**src/rtl/qrmp_pkg.sv**
```systemverilog
`timescale 1ns / 1ps
package qrmp_pkg;
	localparam int MAX_VERSION_DEF = 40;

	typedef enum logic [1:0] {
		ACT_RESTART = 2'd0,
		ACT_PLACE   = 2'd1,
		ACT_PROBE   = 2'd2,
		ACT_NONE    = 2'd3
	} action_t;

	typedef enum logic [2:0] {
		ST_IDLE,
		ST_SEARCH,
		ST_EMIT,
		ST_PROBE,
		ST_PEMIT
	} state_t;

	typedef struct packed {
		logic fn;
		logic dk;
		logic rs;
	} layer_t;

	// alignment centers per version: count, then up to seven centers
	function automatic logic [63:0] align_row(input logic [5:0] v);
		logic [63:0] t;
		case (v)
			6'd1:  t = {8'd0, 8'd0, 8'd0, 8'd0, 8'd0, 8'd0, 8'd0, 8'd0};
			6'd2:  t = {8'd0, 8'd0, 8'd0, 8'd0, 8'd0, 8'd18, 8'd6, 8'd2};
			6'd3:  t = {8'd0, 8'd0, 8'd0, 8'd0, 8'd0, 8'd22, 8'd6, 8'd2};
			6'd4:  t = {8'd0, 8'd0, 8'd0, 8'd0, 8'd0, 8'd26, 8'd6, 8'd2};
			6'd5:  t = {8'd0, 8'd0, 8'd0, 8'd0, 8'd0, 8'd30, 8'd6, 8'd2};
			6'd6:  t = {8'd0, 8'd0, 8'd0, 8'd0, 8'd0, 8'd34, 8'd6, 8'd2};
			6'd7:  t = {8'd0, 8'd0, 8'd0, 8'd0, 8'd38, 8'd22, 8'd6, 8'd3};
			6'd8:  t = {8'd0, 8'd0, 8'd0, 8'd0, 8'd42, 8'd24, 8'd6, 8'd3};
			6'd9:  t = {8'd0, 8'd0, 8'd0, 8'd0, 8'd46, 8'd26, 8'd6, 8'd3};
			6'd10: t = {8'd0, 8'd0, 8'd0, 8'd0, 8'd50, 8'd28, 8'd6, 8'd3};
			6'd11: t = {8'd0, 8'd0, 8'd0, 8'd0, 8'd54, 8'd30, 8'd6, 8'd3};
			6'd12: t = {8'd0, 8'd0, 8'd0, 8'd0, 8'd58, 8'd32, 8'd6, 8'd3};
			6'd13: t = {8'd0, 8'd0, 8'd0, 8'd0, 8'd62, 8'd34, 8'd6, 8'd3};
			6'd14: t = {8'd0, 8'd0, 8'd0, 8'd66, 8'd46, 8'd26, 8'd6, 8'd4};
			6'd15: t = {8'd0, 8'd0, 8'd0, 8'd70, 8'd48, 8'd26, 8'd6, 8'd4};
			6'd16: t = {8'd0, 8'd0, 8'd0, 8'd74, 8'd50, 8'd26, 8'd6, 8'd4};
			6'd17: t = {8'd0, 8'd0, 8'd0, 8'd78, 8'd54, 8'd30, 8'd6, 8'd4};
			6'd18: t = {8'd0, 8'd0, 8'd0, 8'd82, 8'd56, 8'd30, 8'd6, 8'd4};
			6'd19: t = {8'd0, 8'd0, 8'd0, 8'd86, 8'd58, 8'd30, 8'd6, 8'd4};
			6'd20: t = {8'd0, 8'd0, 8'd0, 8'd90, 8'd62, 8'd34, 8'd6, 8'd4};
			6'd21: t = {8'd0, 8'd0, 8'd94, 8'd72, 8'd50, 8'd28, 8'd6, 8'd5};
			6'd22: t = {8'd0, 8'd0, 8'd98, 8'd74, 8'd50, 8'd26, 8'd6, 8'd5};
			6'd23: t = {8'd0, 8'd0, 8'd102, 8'd78, 8'd54, 8'd30, 8'd6, 8'd5};
			6'd24: t = {8'd0, 8'd0, 8'd106, 8'd80, 8'd54, 8'd28, 8'd6, 8'd5};
			6'd25: t = {8'd0, 8'd0, 8'd110, 8'd84, 8'd58, 8'd32, 8'd6, 8'd5};
			6'd26: t = {8'd0, 8'd0, 8'd114, 8'd86, 8'd58, 8'd30, 8'd6, 8'd5};
			6'd27: t = {8'd0, 8'd0, 8'd118, 8'd90, 8'd62, 8'd34, 8'd6, 8'd5};
			6'd28: t = {8'd0, 8'd122, 8'd98, 8'd74, 8'd50, 8'd26, 8'd6, 8'd6};
			6'd29: t = {8'd0, 8'd126, 8'd102, 8'd78, 8'd54, 8'd30, 8'd6, 8'd6};
			6'd30: t = {8'd0, 8'd130, 8'd104, 8'd78, 8'd52, 8'd26, 8'd6, 8'd6};
			6'd31: t = {8'd0, 8'd134, 8'd108, 8'd82, 8'd56, 8'd30, 8'd6, 8'd6};
			6'd32: t = {8'd0, 8'd138, 8'd112, 8'd86, 8'd60, 8'd34, 8'd6, 8'd6};
			6'd33: t = {8'd0, 8'd142, 8'd114, 8'd86, 8'd58, 8'd30, 8'd6, 8'd6};
			6'd34: t = {8'd0, 8'd146, 8'd118, 8'd90, 8'd62, 8'd34, 8'd6, 8'd6};
			6'd35: t = {8'd150, 8'd126, 8'd102, 8'd78, 8'd54, 8'd30, 8'd6, 8'd7};
			6'd36: t = {8'd154, 8'd128, 8'd102, 8'd76, 8'd50, 8'd24, 8'd6, 8'd7};
			6'd37: t = {8'd158, 8'd132, 8'd106, 8'd80, 8'd54, 8'd28, 8'd6, 8'd7};
			6'd38: t = {8'd162, 8'd136, 8'd110, 8'd84, 8'd58, 8'd32, 8'd6, 8'd7};
			6'd39: t = {8'd166, 8'd138, 8'd110, 8'd82, 8'd54, 8'd26, 8'd6, 8'd7};
			6'd40: t = {8'd170, 8'd142, 8'd114, 8'd86, 8'd58, 8'd30, 8'd6, 8'd7};
			default: t = '0;
		endcase
		return t;
	endfunction
endpackage

```
**src/rtl/qr_module_placement_core.sv**
```systemverilog
`timescale 1ns / 1ps
// Place byte: after the accept, each bit walks the zigzag in SEARCH, visiting free
// and skipped positions, and is then offered in EMIT; the walk takes longer where
// function modules are skipped, and m_tready held low stalls the result.
// Probe: accept, a classify state (PROBE), then the result transfer (PEMIT). Restart: handled at the accept.
// One item at a time; s_tready is low while an item is at work.
// arst_n clears the walk to the version-1 start and symbol_version to 1.
module qr_module_placement_core #(
	parameter int MAX_VERSION = qrmp_pkg::MAX_VERSION_DEF
) (
	input  logic        clk,
	input  logic        arst_n,
	input  logic        cfg_we,
	input  logic [5:0]  cfg_wdata,
	input  logic        s_tvalid,
	output logic        s_tready,
	input  logic [31:0] s_tdata,   // action[1:0], data_byte[9:2], probe_row[17:10], probe_col[25:18]
	output logic        m_tvalid,
	input  logic        m_tready,
	output logic [23:0] m_tdata,   // row[7:0], col[15:8], dark[16], is_function[17], reserved_area[18], matrix_full[19]
	output logic        m_tlast
);
	localparam logic [5:0] VMAX = 6'(MAX_VERSION);

	qrmp_pkg::state_t st_q, st_d;
	logic [5:0] ver_q, ev;
	logic [7:0] sc_q, wr_q;
	logic mu_q, po_q, wf_q;
	logic [6:0] sd_q;
	logic [7:0] byte_q;
	logic [2:0] k_q;
	logic [7:0] lr, lc;
	logic [8:0] size;
	qrmp_pkg::layer_t lay;
	logic [7:0] orow_q, ocol_q;
	logic odk_q, ofn_q, ors_q, ofull_q, olast_q;

	assign ev   = (ver_q == 6'd0) ? 6'd1 : ((ver_q > VMAX) ? VMAX : ver_q);
	assign size = 9'd17 + {ev, 2'b00};

	// shared classifier: walk position during search, probe coordinate else
	always_comb begin
		if (st_q == qrmp_pkg::ST_SEARCH) begin
			lr = wr_q;
			lc = sc_q - {7'd0, po_q};
		end else begin
			lr = byte_q;
			lc = orow_q;
		end
	end

	qrmp_layer u_layer (.ver(ev), .r(lr), .c(lc), .lay(lay));

	logic s_acc;
	assign s_tready = (st_q == qrmp_pkg::ST_IDLE);
	assign s_acc    = s_tvalid && s_tready;
	assign m_tvalid = (st_q == qrmp_pkg::ST_EMIT) || (st_q == qrmp_pkg::ST_PEMIT);
	assign m_tdata  = {4'd0, ofull_q, ors_q, ofn_q, odk_q, ocol_q, orow_q};
	assign m_tlast  = olast_q;

	logic fin_now, free_hit, endstrip;
	assign fin_now  = {1'b0, sd_q} >= size[8:1];
	assign free_hit = ({1'b0, lr} < size) && ({1'b0, lc} < size) && !lay.fn;
	assign endstrip = po_q && (mu_q ? (wr_q == 8'd0) : ({1'b0, wr_q} >= size - 9'd1));

	always_comb begin
		st_d = st_q;
		case (st_q)
			qrmp_pkg::ST_IDLE: begin
				if (s_acc) begin
					case (qrmp_pkg::action_t'(s_tdata[1:0]))
						qrmp_pkg::ACT_PLACE: st_d = qrmp_pkg::ST_SEARCH;
						qrmp_pkg::ACT_PROBE: st_d = qrmp_pkg::ST_PROBE;
						default:             st_d = qrmp_pkg::ST_IDLE;
					endcase
				end
			end
			qrmp_pkg::ST_SEARCH: begin
				if (wf_q || fin_now || free_hit) st_d = qrmp_pkg::ST_EMIT;
			end
			qrmp_pkg::ST_EMIT: begin
				if (m_tready) st_d = (k_q == 3'd7) ? qrmp_pkg::ST_IDLE : qrmp_pkg::ST_SEARCH;
			end
			qrmp_pkg::ST_PROBE: st_d = qrmp_pkg::ST_PEMIT;
			qrmp_pkg::ST_PEMIT: if (m_tready) st_d = qrmp_pkg::ST_IDLE;
			default: st_d = qrmp_pkg::ST_IDLE;
		endcase
	end

	always_ff @(posedge clk or negedge arst_n) begin
		if (!arst_n) begin
			st_q  <= qrmp_pkg::ST_IDLE;
			ver_q <= 6'd1;
			sc_q  <= 8'd20;
			wr_q  <= 8'd20;
			mu_q  <= 1'b1;
			po_q  <= 1'b0;
			sd_q  <= '0;
			wf_q  <= 1'b0;
			k_q   <= '0;
		end else begin
			st_q <= st_d;
			if (cfg_we) ver_q <= cfg_wdata;
			case (st_q)
				qrmp_pkg::ST_IDLE: begin
					k_q <= '0;
					if (s_acc && qrmp_pkg::action_t'(s_tdata[1:0]) == qrmp_pkg::ACT_RESTART) begin
						sc_q <= size[7:0] - 8'd1;
						wr_q <= size[7:0] - 8'd1;
						mu_q <= 1'b1;
						po_q <= 1'b0;
						sd_q <= '0;
						wf_q <= 1'b0;
					end
				end
				qrmp_pkg::ST_SEARCH: begin
					if (!wf_q && fin_now) begin
						wf_q <= 1'b1;
					end else if (!wf_q) begin
						// advance one position
						po_q <= !po_q;
						if (po_q && !endstrip) wr_q <= mu_q ? wr_q - 8'd1 : wr_q + 8'd1;
						if (endstrip) begin
							sd_q <= sd_q + 7'd1;
							sc_q <= sc_q - ((sc_q == 8'd8) ? 8'd3 : 8'd2);
							mu_q <= !mu_q;
							if ({1'b0, sd_q + 7'd1} >= size[8:1]) wf_q <= 1'b1;
						end
					end
				end
				qrmp_pkg::ST_EMIT: if (m_tready) k_q <= k_q + 3'd1;
				default: ;
			endcase
		end
	end

	// payload
	always_ff @(posedge clk) begin
		if (s_acc) begin
			if (qrmp_pkg::action_t'(s_tdata[1:0]) == qrmp_pkg::ACT_PLACE) begin
				byte_q <= s_tdata[9:2];
			end else begin
				byte_q <= s_tdata[17:10];
				orow_q <= s_tdata[25:18];
			end
		end
		if (st_q == qrmp_pkg::ST_SEARCH) begin
			if (!wf_q && !fin_now && free_hit) begin
				orow_q  <= lr;
				ocol_q  <= lc;
				odk_q   <= byte_q[3'd7 - k_q];
				ofull_q <= 1'b0;
			end else begin
				orow_q  <= '0;
				ocol_q  <= '0;
				odk_q   <= 1'b0;
				ofull_q <= 1'b1;
			end
			ofn_q   <= 1'b0;
			ors_q   <= 1'b0;
			olast_q <= (k_q == 3'd7);
		end
		if (st_q == qrmp_pkg::ST_PROBE) begin
			ocol_q  <= orow_q;
			orow_q  <= byte_q;
			odk_q   <= lay.dk;
			ofn_q   <= lay.fn;
			ors_q   <= lay.rs;
			ofull_q <= wf_q;
			olast_q <= 1'b1;
		end
	end

	a_busy: assert property (@(posedge clk) disable iff (!arst_n)
		m_tvalid |-> !s_tready) else $error("ready while result pending");
	a_stall: assert property (@(posedge clk) disable iff (!arst_n)
		(m_tvalid && !m_tready) |=> m_tvalid && $stable(m_tdata))
		else $error("result changed under stall");
	a_full: assert property (@(posedge clk) disable iff (!arst_n)
		(st_q == qrmp_pkg::ST_EMIT && ofull_q) |-> m_tdata[15:0] == 16'd0)
		else $error("dropped bit with coordinate");
endmodule

```
**src/rtl/qrmp_layer.sv**
```systemverilog
`timescale 1ns / 1ps
// Function layer classifier for one module coordinate.
module qrmp_layer (
	input  logic [5:0] ver,
	input  logic [7:0] r,
	input  logic [7:0] c,
	output qrmp_pkg::layer_t lay
);
	logic [8:0] size;
	logic [63:0] tab;
	logic [2:0] n;
	logic [6:0] near_r, dark_r;
	logic [6:0] near_c, dark_c;
	logic al_hit, al_dk;
	logic [8:0] r9, c9;

	assign size = 9'd17 + {ver, 2'b00};
	assign tab  = qrmp_pkg::align_row(ver);
	assign n    = tab[2:0];
	assign r9   = {1'b0, r};
	assign c9   = {1'b0, c};

	// per center: within 2, and exactly at distance 1
	always_comb begin
		for (int i = 0; i < 7; i++) begin
			logic [8:0] cv, dr, dc;
			cv = {1'b0, tab[8*(i+1) +: 8]};
			dr = (r9 > cv) ? r9 - cv : cv - r9;
			dc = (c9 > cv) ? c9 - cv : cv - c9;
			near_r[i] = dr <= 9'd2;
			dark_r[i] = dr == 9'd1;
			near_c[i] = dc <= 9'd2;
			dark_c[i] = dc == 9'd1;
		end
	end

	// pair (i,j) allowed unless it is a finder corner; first match in scan order wins
	always_comb begin
		logic done;
		al_hit = 1'b0;
		al_dk  = 1'b0;
		done   = 1'b0;
		for (int i = 1; i <= 7; i++) begin
			for (int j = 1; j <= 7; j++) begin
				if (!done && i <= n && j <= n &&
				    ((1 < i && i < n) || (1 < j && j < n) || (i == n && j == n)) &&
				    near_r[i-1] && near_c[j-1]) begin
					done   = 1'b1;
					al_hit = 1'b1;
					// chebyshev distance 1: max(dr,dc)==1
					al_dk  = !((dark_r[i-1] && !dark_c[j-1] && c9 != {1'b0, tab[8*j +: 8]} + 9'd2
					           && {1'b0, tab[8*j +: 8]} != c9 + 9'd2) ||
					          (dark_c[j-1] && !dark_r[i-1] && r9 != {1'b0, tab[8*i +: 8]} + 9'd2
					           && {1'b0, tab[8*i +: 8]} != r9 + 9'd2) ||
					          (dark_r[i-1] && dark_c[j-1]));
				end
			end
		end
	end

	function automatic logic fdk(input logic [8:0] a, input logic [8:0] b,
	                              input logic [8:0] ca, input logic [8:0] cb);
		logic [8:0] da, db, m;
		da = (a > ca) ? a - ca : ca - a;
		db = (b > cb) ? b - cb : cb - b;
		m  = (da > db) ? da : db;
		return m != 9'd2;
	endfunction

	always_comb begin
		lay = '0;
		if (r9 >= size || c9 >= size) begin
			lay = '0;
		end else if (r9 == size - 9'd8 && c9 == 9'd8) begin
			lay = '{fn: 1'b1, dk: 1'b1, rs: 1'b0};
		end else if (al_hit) begin
			lay = '{fn: 1'b1, dk: al_dk, rs: 1'b0};
		end else if (r9 == 9'd6 && c9 >= 9'd8 && c9 < size - 9'd8) begin
			lay = '{fn: 1'b1, dk: !c[0], rs: 1'b0};
		end else if (c9 == 9'd6 && r9 >= 9'd8 && r9 < size - 9'd8) begin
			lay = '{fn: 1'b1, dk: !r[0], rs: 1'b0};
		end else if ((c9 == 9'd7 && r9 <= 9'd6) || (r9 == 9'd7 && c9 <= 9'd7) ||
		             (c9 == size - 9'd8 && r9 <= 9'd6) || (r9 == 9'd7 && c9 >= size - 9'd8) ||
		             (r9 == size - 9'd8 && c9 <= 9'd7) || (c9 == 9'd7 && r9 >= size - 9'd7)) begin
			lay = '{fn: 1'b1, dk: 1'b0, rs: 1'b0};
		end else if (r9 < 9'd7 && c9 < 9'd7) begin
			lay = '{fn: 1'b1, dk: fdk(r9, c9, 9'd3, 9'd3), rs: 1'b0};
		end else if (r9 < 9'd7 && c9 >= size - 9'd7) begin
			lay = '{fn: 1'b1, dk: fdk(r9, c9, 9'd3, size - 9'd4), rs: 1'b0};
		end else if (r9 >= size - 9'd7 && c9 < 9'd7) begin
			lay = '{fn: 1'b1, dk: fdk(r9, c9, size - 9'd4, 9'd3), rs: 1'b0};
		end else if (ver >= 6'd7 &&
		             ((r9 <= 9'd5 && c9 >= size - 9'd11 && c9 <= size - 9'd9) ||
		              (r9 >= size - 9'd11 && r9 <= size - 9'd9 && c9 <= 9'd5))) begin
			lay = '{fn: 1'b1, dk: 1'b0, rs: 1'b1};
		end else if ((c9 == 9'd8 && r9 <= 9'd8) || (r9 == 9'd8 && c9 <= 9'd8) ||
		             (r9 == 9'd8 && c9 >= size - 9'd8) || (c9 == 9'd8 && r9 >= size - 9'd8)) begin
			lay = '{fn: 1'b1, dk: 1'b0, rs: 1'b1};
		end
	end
endmodule

```
**config.mk**
```make
export PLATFORM = sky130hd
export DESIGN_NAME = qr_module_placement_core
export DESIGN_NICKNAME = d
export VERILOG_FILES = /design/src/rtl/qrmp_pkg.sv /design/src/rtl/qr_module_placement_core.sv /design/src/rtl/qrmp_layer.sv
export SDC_FILE = /design/constraint.sdc
export NUM_CORES = 1
export LEC_CHECK = 0
export ABC_CLOCK_PERIOD_IN_PS = 18400
export BUFFER_PORTS_ARGS = -buffer_cell sky130_fd_sc_hd__buf_2
export CORE_MARGIN = 2
export CORE_UTILIZATION = 50
export CTS_CLUSTER_SIZE = 8
export DETAILED_ROUTE_END_ITERATION = 12
export MAX_ROUTING_LAYER = met4
export PLACE_DENSITY = 0.65
export SYNTH_ARGS = -nofsm -noshare
export SYNTH_HDL_FRONTEND = slang
export SYNTH_SLANG_ARGS = --single-unit
```
**constraint.sdc**
```tcl
create_clock -name clk -period 18.4 [get_ports clk]
set_input_delay 4.6 -clock clk [delete_from_list [all_inputs] [get_ports clk]]
set_output_delay 4.6 -clock clk [all_outputs]
set_load 0.01 [all_outputs]
```
Word-level counts from Yosys, hierarchy flattened
Memories as Yosys holds them, arrays and structs flattened. Cells that the tools add are included.

Register bits: 67. Memory bits (read-only): 2496. Input port bits: 43. Logic and storage cells: 1346. Memories: 1.

Memory list: (no name shown) (words 64, width 39, rd ports 1, clocked after Yosys merged registers in 0, write ports 0, line qrmp_pkg.sv:29) `case (v)`.

Add/subtract/negate cells: 60. Magnitude comparators: 77. Equal/unequal tests: 78. Muxes and demuxes: 194. Reduce and logical (&&, ||, !) cells: 919.

Operators by type and width (number): $logic_and 1x1->1 (639); $ne 8x9->1 (28); $sub 8x8->9 (28); $mux 9 (21); $mux 8 (19); $logic_or 1x1->1 (146); $eq 9x1->1 const B (14); $le 9x2->1 const B (14); $mux 1 (122); $logic_not 1->1 (119); $gt 8x8->1 (14); $add 8x2->9 const B (9); $ge 8x9->1 (9); $mux 3 (16); $lt 8x9->1 (4); $eq 8x3->1 const B (4); $le 8x3->1 const B (4); $pmux 8 s2 (2); $mux 7 (4); $gt 9x9->1 (3); $ne 9x2->1 const B (3); $sub 9x4->9 const B (3); $eq 8x4->1 const B (3); $eq 8x9->1 (2); 56 further kinds (98).

Depth between registers and ports, before layout
Gate-level depths: netlist (run 1). An unclocked memory read counts as a cell.

Depth in word-level cells: 355. Gate-level depth with buffers: 37.

Modules after synthesis
From an unflattened synthesis (run 1), not the netlist that was laid out.

Cell total of the unflattened synthesis: 3033. Area, all modules: 23186.0 um^2.

By module, submodules not included: qrmp_layer (instances 1, cells each 2517, area an instance 18362.6 um^2, sequential area each 0.0 um^2); qr_module_placement_core (instances 1, cells each 516, area an instance 4823.4 um^2, sequential area each 1819.2 um^2).

Worst setup path after synthesis (run 1)
No wires, ideal clock.

Kind: register to register. Start: register st_q[1]. End: register odk_q (data pin). Arrival: 8.115 ns. Data required time: 18.131 ns. Slack: 10.015 ns. Cell stages (with the launch flop): 33. Period minus slack after synthesis: 8.385 ns. Cells stage by stage: dfrtp_1 > or3b_1 > buf_2 > buf_6 > buf_6 > clkbuf_1 > clkbuf_1 > clkbuf_1 > nand2_1 > a21boi_1 > inv_1 > fa_1 > a21o_1 > a21o_1 > a211o_1 > nand2_1 > mux2i_1 > o311ai_0 > a221oi_1 > o21ai_0 > a221oi_1 > xnor2_1 > ha_1 > nand2_1 > o21ai_0 > nand2_1 > a21oi_1 > inv_1 > o21a_1 > o31ai_1 > a211oi_1 > o31ai_1 > o211ai_1.

Word-level cells in the longest chain between the ends: 353.

RTL lines: start, declared (line qr_module_placement_core.sv:25) `qrmp_pkg::state_t st_q, st_d;`; start signal, assigned (line qr_module_placement_core.sv:92) `st_q <= qrmp_pkg::ST_IDLE;`; start signal, assigned (line qr_module_placement_core.sv:102) `st_q <= st_d;`; $eq 3x1->1 (line qr_module_placement_core.sv:43) `if (st_q == qrmp_pkg::ST_SEARCH) begin`; $mux 8 (line qr_module_placement_core.sv:43); $sub 8x8->9 / $gt 8x8->1 (equally long branches) (line qrmp_layer.sv:28) `dr = (r9 > cv) ? r9 - cv : cv - r9;`; $mux 9 (line qrmp_layer.sv:28); $le 9x2->1 (line qrmp_layer.sv:30) `near_r[i] = dr <= 9'd2;`; $logic_and 1x1->1 (line qrmp_layer.sv:46) `((1 < i && i < n) || (1 < j && j < n) || (i == n && j == n)) &&`; $logic_and 1x1->1 (line qrmp_layer.sv:47) `near_r[i-1] && near_c[j-1]) begin`; $mux 1 (line qrmp_layer.sv:45) `if (!done && i <= n && j <= n &&`; [... 337 more ...]; $mux 3 (line qrmp_layer.sv:74) `end else if (r9 == size - 9'd8 && c9 == 9'd8) begin`; $mux 3 (line qrmp_layer.sv:72) `if (r9 >= size || c9 >= size) begin`; $logic_not 1->1 (line qr_module_placement_core.sv:63) `assign free_hit = ({1'b0, lr} < size) && ({1'b0, lc} < size) && !lay.fn;`; $logic_and 1x1->1 (line qr_module_placement_core.sv:63); $logic_and 1x1->1 (line qr_module_placement_core.sv:148) `if (!wf_q && !fin_now && free_hit) begin`; $mux 1 (line qr_module_placement_core.sv:148); $mux 1 (line qr_module_placement_core.sv:147) `if (st_q == qrmp_pkg::ST_SEARCH) begin`; $mux 1 (*) (line qr_module_placement_core.sv:163) `if (st_q == qrmp_pkg::ST_PROBE) begin`; end signal, assigned (line qr_module_placement_core.sv:151) `odk_q <= byte_q[3'd7 - k_q];`; end signal, assigned (line qr_module_placement_core.sv:166) `odk_q <= lay.dk;`; end, declared (line qr_module_placement_core.sv:36) `logic odk_q, ofn_q, ors_q, ofull_q, olast_q;`.

Mark *: on every way between the ends. The rest lies on a longest branch, timed or not. The select of a mux whose other input is x is not followed. A chain may end at the register's enable or synchronous reset.

Worst setup path after layout (run 1)
Start: register ver_q[3]. End: register odk_q (data pin).

Word-level cells in the longest chain between the ends: 355.

RTL lines: start, declared (line qr_module_placement_core.sv:26) `logic [5:0] ver_q, ev;`; start signal, assigned (line qr_module_placement_core.sv:103) `if (cfg_we) ver_q <= cfg_wdata;`; $gt 6x6->1 (line qr_module_placement_core.sv:38) `assign ev = (ver_q == 6'd0) ? 6'd1 : ((ver_q > VMAX) ? VMAX : ver_q);`; $mux 6 (line qr_module_placement_core.sv:38); $mux 6 (*) (line qr_module_placement_core.sv:38); $mem_v2 64x39; $sub 8x8->9 / $gt 8x8->1 (equally long branches) (line qrmp_layer.sv:28); $mux 9 (line qrmp_layer.sv:28); $le 9x2->1 (line qrmp_layer.sv:30); $logic_and 1x1->1 (line qrmp_layer.sv:46); [... 339 more ...]; $mux 3 (line qrmp_layer.sv:74); $mux 3 (line qrmp_layer.sv:72); $logic_not 1->1 (line qr_module_placement_core.sv:63); $logic_and 1x1->1 (line qr_module_placement_core.sv:63); $logic_and 1x1->1 (line qr_module_placement_core.sv:148); $mux 1 (line qr_module_placement_core.sv:148); $mux 1 (line qr_module_placement_core.sv:147); $mux 1 (*) (line qr_module_placement_core.sv:163).

Marks and branches as above.

==> key figures, run 1 <==
Outcome
  – Outcome: finished, violations left
  – Failing checks: design-rule violations

Die
  – # IOs: 70
  – Die W: between 200 and 250 um
  – DIE HEIGHT: 221 um
  – Starting Density: 50.5%
  – Die area: 48700 um^2
  – Placeable Area: 46500 um^2
  – Row count: 79

Clocking
  – CTS root buf: clkbuf_16
  – Clk sinks: 67
  – Clk slew on worst S/H paths: around 0.060 ns
  – Setup Buffers After CTS: 0
  – Worst skew pair latency: 0.34 ns
  – CTS tree: built
  – Total CTS buffers: 9
  – # hold bufs at CTS: 0
  – PostCTS Resize Cnt: 0
  – H-tree Lvls: 3
  – Clock Tree Buf Depth: 2

Drt
  – Max Used Layer: met4
  – Via count: 26.5k
  – Starting DRT DRC Count: between 3k and 4k
  – Metal3 WL: 11.8 mm
  – WL final: 101 mm
  – Post-route ant nets: 0
  – # DRC: 1
  – DR WL/cell: 26.9 um
  – Via/cell ratio: 7.05
  – DRT Pass-1 Iters: 12
  – Metal2 WL: 41.6 mm
  – Met1 wire length: 39.3 mm

Logic synthesis
  – Distinct cell type count after synthesis: 110
  – Register area share after synthesis: 7.76%
  – Post-Syn Area: 23500 um^2
  – Synth area leader: ha_1
  – Synth top area cells: ha_1, xnor2_1, a21oi_1
  – Flops & latches, synth: 67
  – Post-Syn Instances: about 3.1k
  – Area share of the leading cell type in the synthesized netlist: 18.2%
  – Commonest register cell after synthesis: dfrtp_1
  – Synthesized area per cell: 7.45 um^2
  – Async set-reset flop share out of synthesis: between 50% and 60%
  – Count leader, synth: ha_1
  – Number of synthesized flops with an enable pin: 28
  – Yosys warning total: 0
  – Post-synth top cells: ha_1, nand2_1, a21oi_1

Placement
  – Number of buffers added on ports: 59
  – Detailed Place HPWL: around 75 mm
  – RePlAce Congestion: approximately 1.1

Setup path
  – Startpoint Class: flop
  – Reg2Reg Launch Point: ver_q[3]$_DFFE_PN0P_
  – FF-to-FF End: odk_q$_DFFE_PP_
  – Largest stage delay, worst path: 0.96 ns
  – Critical path required time: about 18 ns
  – Crit path capture: odk_q$_DFFE_PP_
  – Worst Path Arrival: 10.90 ns
  – Setup CP Type: flop to flop
  – Crit. path cell count: 30
  – CP max FO: 64
  – Delay-heaviest family, CP: compound AO/OA/AOI/OAI gates
  – Cells on worst reg2reg path: 30
  – Crit path launch: ver_q[3]$_DFFE_PN0P_
  – CP Buf/Inv Count: 7
  – Worst path slowest cell: o21ai_0
  – R2R setup slack: 7.46 ns
  – CP Capture Type: flop

STA
  – RSZ-0062 raised after global routing: false
  – Final Max Tran Viols: 0
  – Setup TNS: 0 ns
  – Final setup viols: 0
  – Peak Freq: 91.4 MHz
  – Skew final: about 0.0079 ns
  – Minimum clock period: 10.94 ns
  – Hold Violations, Final: 0
  – Worst-margin pin slew: 1.25 ns
  – Slew HR: 15.8%
  – Fin crit share: 59.4%

Hold path
  – Min-delay worst type: flop to flop

Cells and area
  – Layout cell share with drive strength beyond 1: a little under a tenth
  – Final #Nets: 3562
  – Synthesis-to-layout area growth: 6.10%
  – FILL cells: 4578

Global route
  – Tot GR Track Use: 41.9%
  – Congestion Overflow GR: 0
  – Vias in the first global route: between 20k and 30k
  – First-pass GRT wire length: roughly 150 mm
  – Largest net degree at the start of global routing: 65
  – Initial antenna violation count: 4

Job
  – Max_cap viols: 0
## worst register-to-register path, delay by kind of cell, from the launching register on
kind                       cells  cell delay [ns]
AOI/OAI and AO/OA             13             5.09
adders and majority gates      4             1.52
DFF                            1             0.39
buffers and inverters          7             1.97
and+or+nand+nor                6             1.60
## worst min path at each step
stage | from | to | depth (start not counted)
2_1_floorplan | sc_q[0]$_DFFE_PN0P_ | sc_q[0]$_DFFE_PN0P_ | 2
3_3_place_gp | sc_q[0]$_DFFE_PN0P_ | sc_q[0]$_DFFE_PN0P_ | 2
3_5_place_dp | m_tlast$_SDFFE_PP1P_ | m_tlast$_SDFFE_PP1P_ | 2
4_1_cts | m_tlast$_SDFFE_PP1P_ | m_tlast$_SDFFE_PP1P_ | 2
5_1_grt | sc_q[0]$_DFFE_PN0P_ | sc_q[0]$_DFFE_PN0P_ | 2
6_report | sc_q[0]$_DFFE_PN0P_ | sc_q[0]$_DFFE_PN0P_ | 2
## area by class of cell
cell class	count	area, um^2	area share (%)
Multi-Input combinational cell	2763	20400	82.1
Sequential cell	67	1820	7.32
Timing Repair Buffer	151	986	3.96
Tap cell	607	759	3.05
Inverter	151	567	2.28
Clock buffer	9	225	0.905
Clock inverter	7	90.1	0.362
Antenna cell	4	10.0	0.0402
## routing by layer
| layer | up-vias | track usage (%) |
|---|---|---|
| met5 | - | - |
| met4 | 0 | 28.2 |
| met3 | 478 | 9.37 |
| met2 | 1805 | 60.9 |
| met1 | 12451 | 51.7 |
| li1 | 11767 | - |
## sequential cells by signal, summed over array words and instances (netlist names), 3 cells and up
name / flops
st_q: 3
ocol_q: 8
ver_q: 6
sc_q: 8
byte_q: 8
orow_q: 8
wr_q: 8
sd_q: 7
k_q: 3
## layout by cell type (no fill, tap or decap), types with 49 or more instances in the layout
cell	n
buf_2	59
nand2b_1	53
o21a_1	58
a21o_1	68
inv_1	139
mux2i_1	60
a21oi_1	228
nand3_1	98
buf_4	92
o21ai_0	187
nor2b_1	65
nor2_1	215
ha_1	342
xnor2_1	137
nand2_1	254
nor3_1	83
xor2_1	49
## per-stage QoR
step                hold WS (ns)  setup slack (ns)  cell area, um^2  instances  utilization, %
floorplan                  0.449             10.02            23500       3150               -
global placement           0.463              8.15            24600       3739            52.9
detailed placement         0.478              8.11            24600       3739            52.9
CTS                        0.496              8.04            24900       3755            53.5
global route               0.543              7.32            24900       3759            53.6
finish                     0.491              7.46            24900       3759            53.6
## cell families (layout without fill, tap and decap cells)
family | after synthesis | count (layout) | share of synthesized area, %
muxes | 99 | 99 | 4.62
adders and majority gates | 376 | 376 | 21.1
AOI/OAI and AO/OA | 1017 | 1017 | 29.6
xor gates and xnor gates | 186 | 186 | 6.95
DFF | 67 | 67 | 7.76
buffers and inverters | 320 | 318 | 5.58
other | 1 | 8 | 0.0160
and+or+nand+nor | 1081 | 1081 | 24.3
Power of run 1 is left out: the tool's default activity adds up to more than one toggle a clock period on the data nets, which glitch-free logic cannot reach.
==> inputs of run 2 (changes only) <==
Settings changed: ABC_CLOCK_PERIOD_IN_PS 18400 to 11200.
Clock period 18.4 ns to 11.2 ns, I/O delays scaled along.
==> key figures, run 2 (same netlist as run 1, synthesis figures left out) <==
STA
  – Setup TNS: 0 ns (unchanged)
  – RSZ-0062 raised after global routing: false
  – Slew HR: 20.7% (+4.9 points)
  – Final Max Tran Viols: 0 (unchanged)
  – Final setup viols: 0 (unchanged)
  – Fin crit share: 86.6% (+27 points)
  – Worst-margin pin slew: 1.19 ns (-0.0561 ns)
  – Skew final: 0.00673 ns (-0.00114 ns)
  – Minimum clock period: 9.70 ns (-1.24 ns)
  – Hold Violations, Final: 0 (unchanged)
  – Post-route worst setup slack: 1.50 ns (-5.96 ns)
  – Peak Freq: 103 MHz (+13%)

Drt
  – DRT Pass-1 Iters: 6 (-6)
  – Post-route ant nets: 0 (unchanged)
  – WL final: 105 mm (+4.0%)
  – DR WL/cell: 27.8 um (+3.4%)
  – Starting DRT DRC Count: 3431 (-3.9%)
  – Via/cell ratio: 7.03 (-0.24%)
  – Via count: 26.6k (+0.37%)
  – # DRC: 0 (-1)

Hold path
  – Min-delay worst type: flop to flop

Setup path
  – Worst path slowest cell: inv_1
  – Largest stage delay, worst path: 0.72 ns (-0.24 ns)
  – Setup CP Type: flop to flop
  – CP max FO: 16 (-75%)
  – Startpoint Class: flop
  – Most used cell, CP: nand2_1
  – Critical path required time: 11.29 ns (-7.07 ns)
  – CP Capture Type: flop
  – Worst Path Arrival: 9.78 ns (-1.12 ns)

Job
  – Max_cap viols: 0 (unchanged)

Placement
  – Number of buffers added on ports: 59 (unchanged)
  – RePlAce Congestion: 1.09 (+1.6%)
  – Pre-CTS setup slack: 1.88 ns (-6.23 ns)
  – Placed Instances: 3762 (+0.62%)
  – Detailed Place HPWL: 79.2 mm (+5.0%)

Clocking
  – H-tree Lvls: 3 (unchanged)
  – # hold bufs at CTS: 0 (unchanged)
  – Clk slew on worst S/H paths: 0.06 ns (about the same)
  – CTS root buf: clkbuf_16
  – Clock Tree Buf Depth: 2 (unchanged)
  – PostCTS Resize Cnt: 0 (unchanged)
  – Clk sinks: 67 (unchanged)
  – Setup Buffers After CTS: 0 (unchanged)
  – Total CTS buffers: 9 (unchanged)
  – Worst skew pair latency: 0.34 ns (about the same)
  – CTS tree: built

Cells and area
  – Footprint of the multi-input gates: 20400 um^2 (about the same)
  – Layout cell share with drive strength beyond 1: 9.81% (+0.63 points)
  – Most common cell after layout, fill and taps aside: ha_1
  – FILL cells: 4546 (-0.70%)
  – Final non-filler cell total: 3782 (+0.61%)
  – Final #Nets: 3585 (+0.65%)
  – Synthesis-to-layout area growth: 6.75%
  – Register Area: 1820 um^2 (unchanged)
  – Commonest non-fill, non-tap cells in the layout: ha_1, nand2_1, a21oi_1

Global route
  – Tot GR Track Use: 43.2% (+1.3 points)
  – Vias in the first global route: 24.8k (-0.83%)
  – Largest net degree at the start of global routing: 64 (-1.5%)
  – First-pass GRT wire length: 154 mm (+2.0%)
  – Initial antenna violation count: 3 (-1)
  – Congestion Overflow GR: 0 (unchanged)

Die
  – Placeable Area: 46500 um^2 (unchanged)
  – Die W: 221 um (unchanged)
  – # IOs: 70 (unchanged)
  – Starting Density: 50.5% (unchanged)
  – Row count: 79 (unchanged)
  – Die area: 48700 um^2 (unchanged)
  – DIE HEIGHT: 221 um (unchanged)

Outcome
  – Outcome: finished clean
run 2: cell types whose count changed in the layout (fill, tap and decap cells not counted):
cell       before  now
bufinv_16       2    1
nor4b_4         1    2
inv_6           1    0
clkinv_2        1    2
buf_4          92  115
nor4b_2         2    1
clkbuf_1        0    1
run 2: per-layer routing:
metal  track usage [%]  share of wire [%]  up-vias
li1                  -                  -    11834
met1              52.4                 39    12653
met2              65.0                 42     1674
met3              10.0                 11      439
met4              26.4                7.5        0
met5                 -                  0        -
run 2: layout make-up:
class                   count  share of cell area, %
well taps                 607                   3.03
clock buffers              10                  0.915
inverters                 151                   2.26
clock inverters             6                  0.225
multi-input cells        2763                   81.6
flip-flops and latches     67                   7.27
repair buffers            174                   4.63
diodes                      4                 0.0400
run 2: worst paths after layout:
kind | start | end | cells after the start | slack (ns)
worst max-delay path | ver_q[4]$_DFFE_PN0P_ | odk_q$_DFFE_PP_ | 33 | 1.50
worst max register to register | ver_q[4]$_DFFE_PN0P_ | odk_q$_DFFE_PP_ | 33 | 1.50
max in group asynchronous | arst_n | ver_q[3]$_DFFE_PN0P_ | 1 | 7.98
worst min register to register | sc_q[0]$_DFFE_PN0P_ | sc_q[0]$_DFFE_PN0P_ | 2 | 0.49
min in group asynchronous | arst_n | sd_q[2]$_DFFE_PN0P_ | 1 | 2.59
worst min-delay path | sc_q[0]$_DFFE_PN0P_ | sc_q[0]$_DFFE_PN0P_ | 2 | 0.49
run 2: metrics by stage:
stage               area (um^2)  util (%)  hold WS [ns]
floorplan                 23500         -         0.449
global placement          24700      53.3         0.462
detailed placement        24700      53.3         0.485
CTS                       25000      53.9         0.496
global route              25000      53.9         0.510
finish                    25000      53.9         0.493
run 2: critical path: cells and delay by family (launching register included):
family / cells / cell delay [ns]
compound gates: 14 / 3.32
xor+xnor: 2 / 0.66
fa+ha+maj: 4 / 1.82
buf+inv: 5 / 1.35
flops: 1 / 0.46
mux: 1 / 0.26
simple gates: 7 / 1.55
Power of run 2 is left out for the same reason.
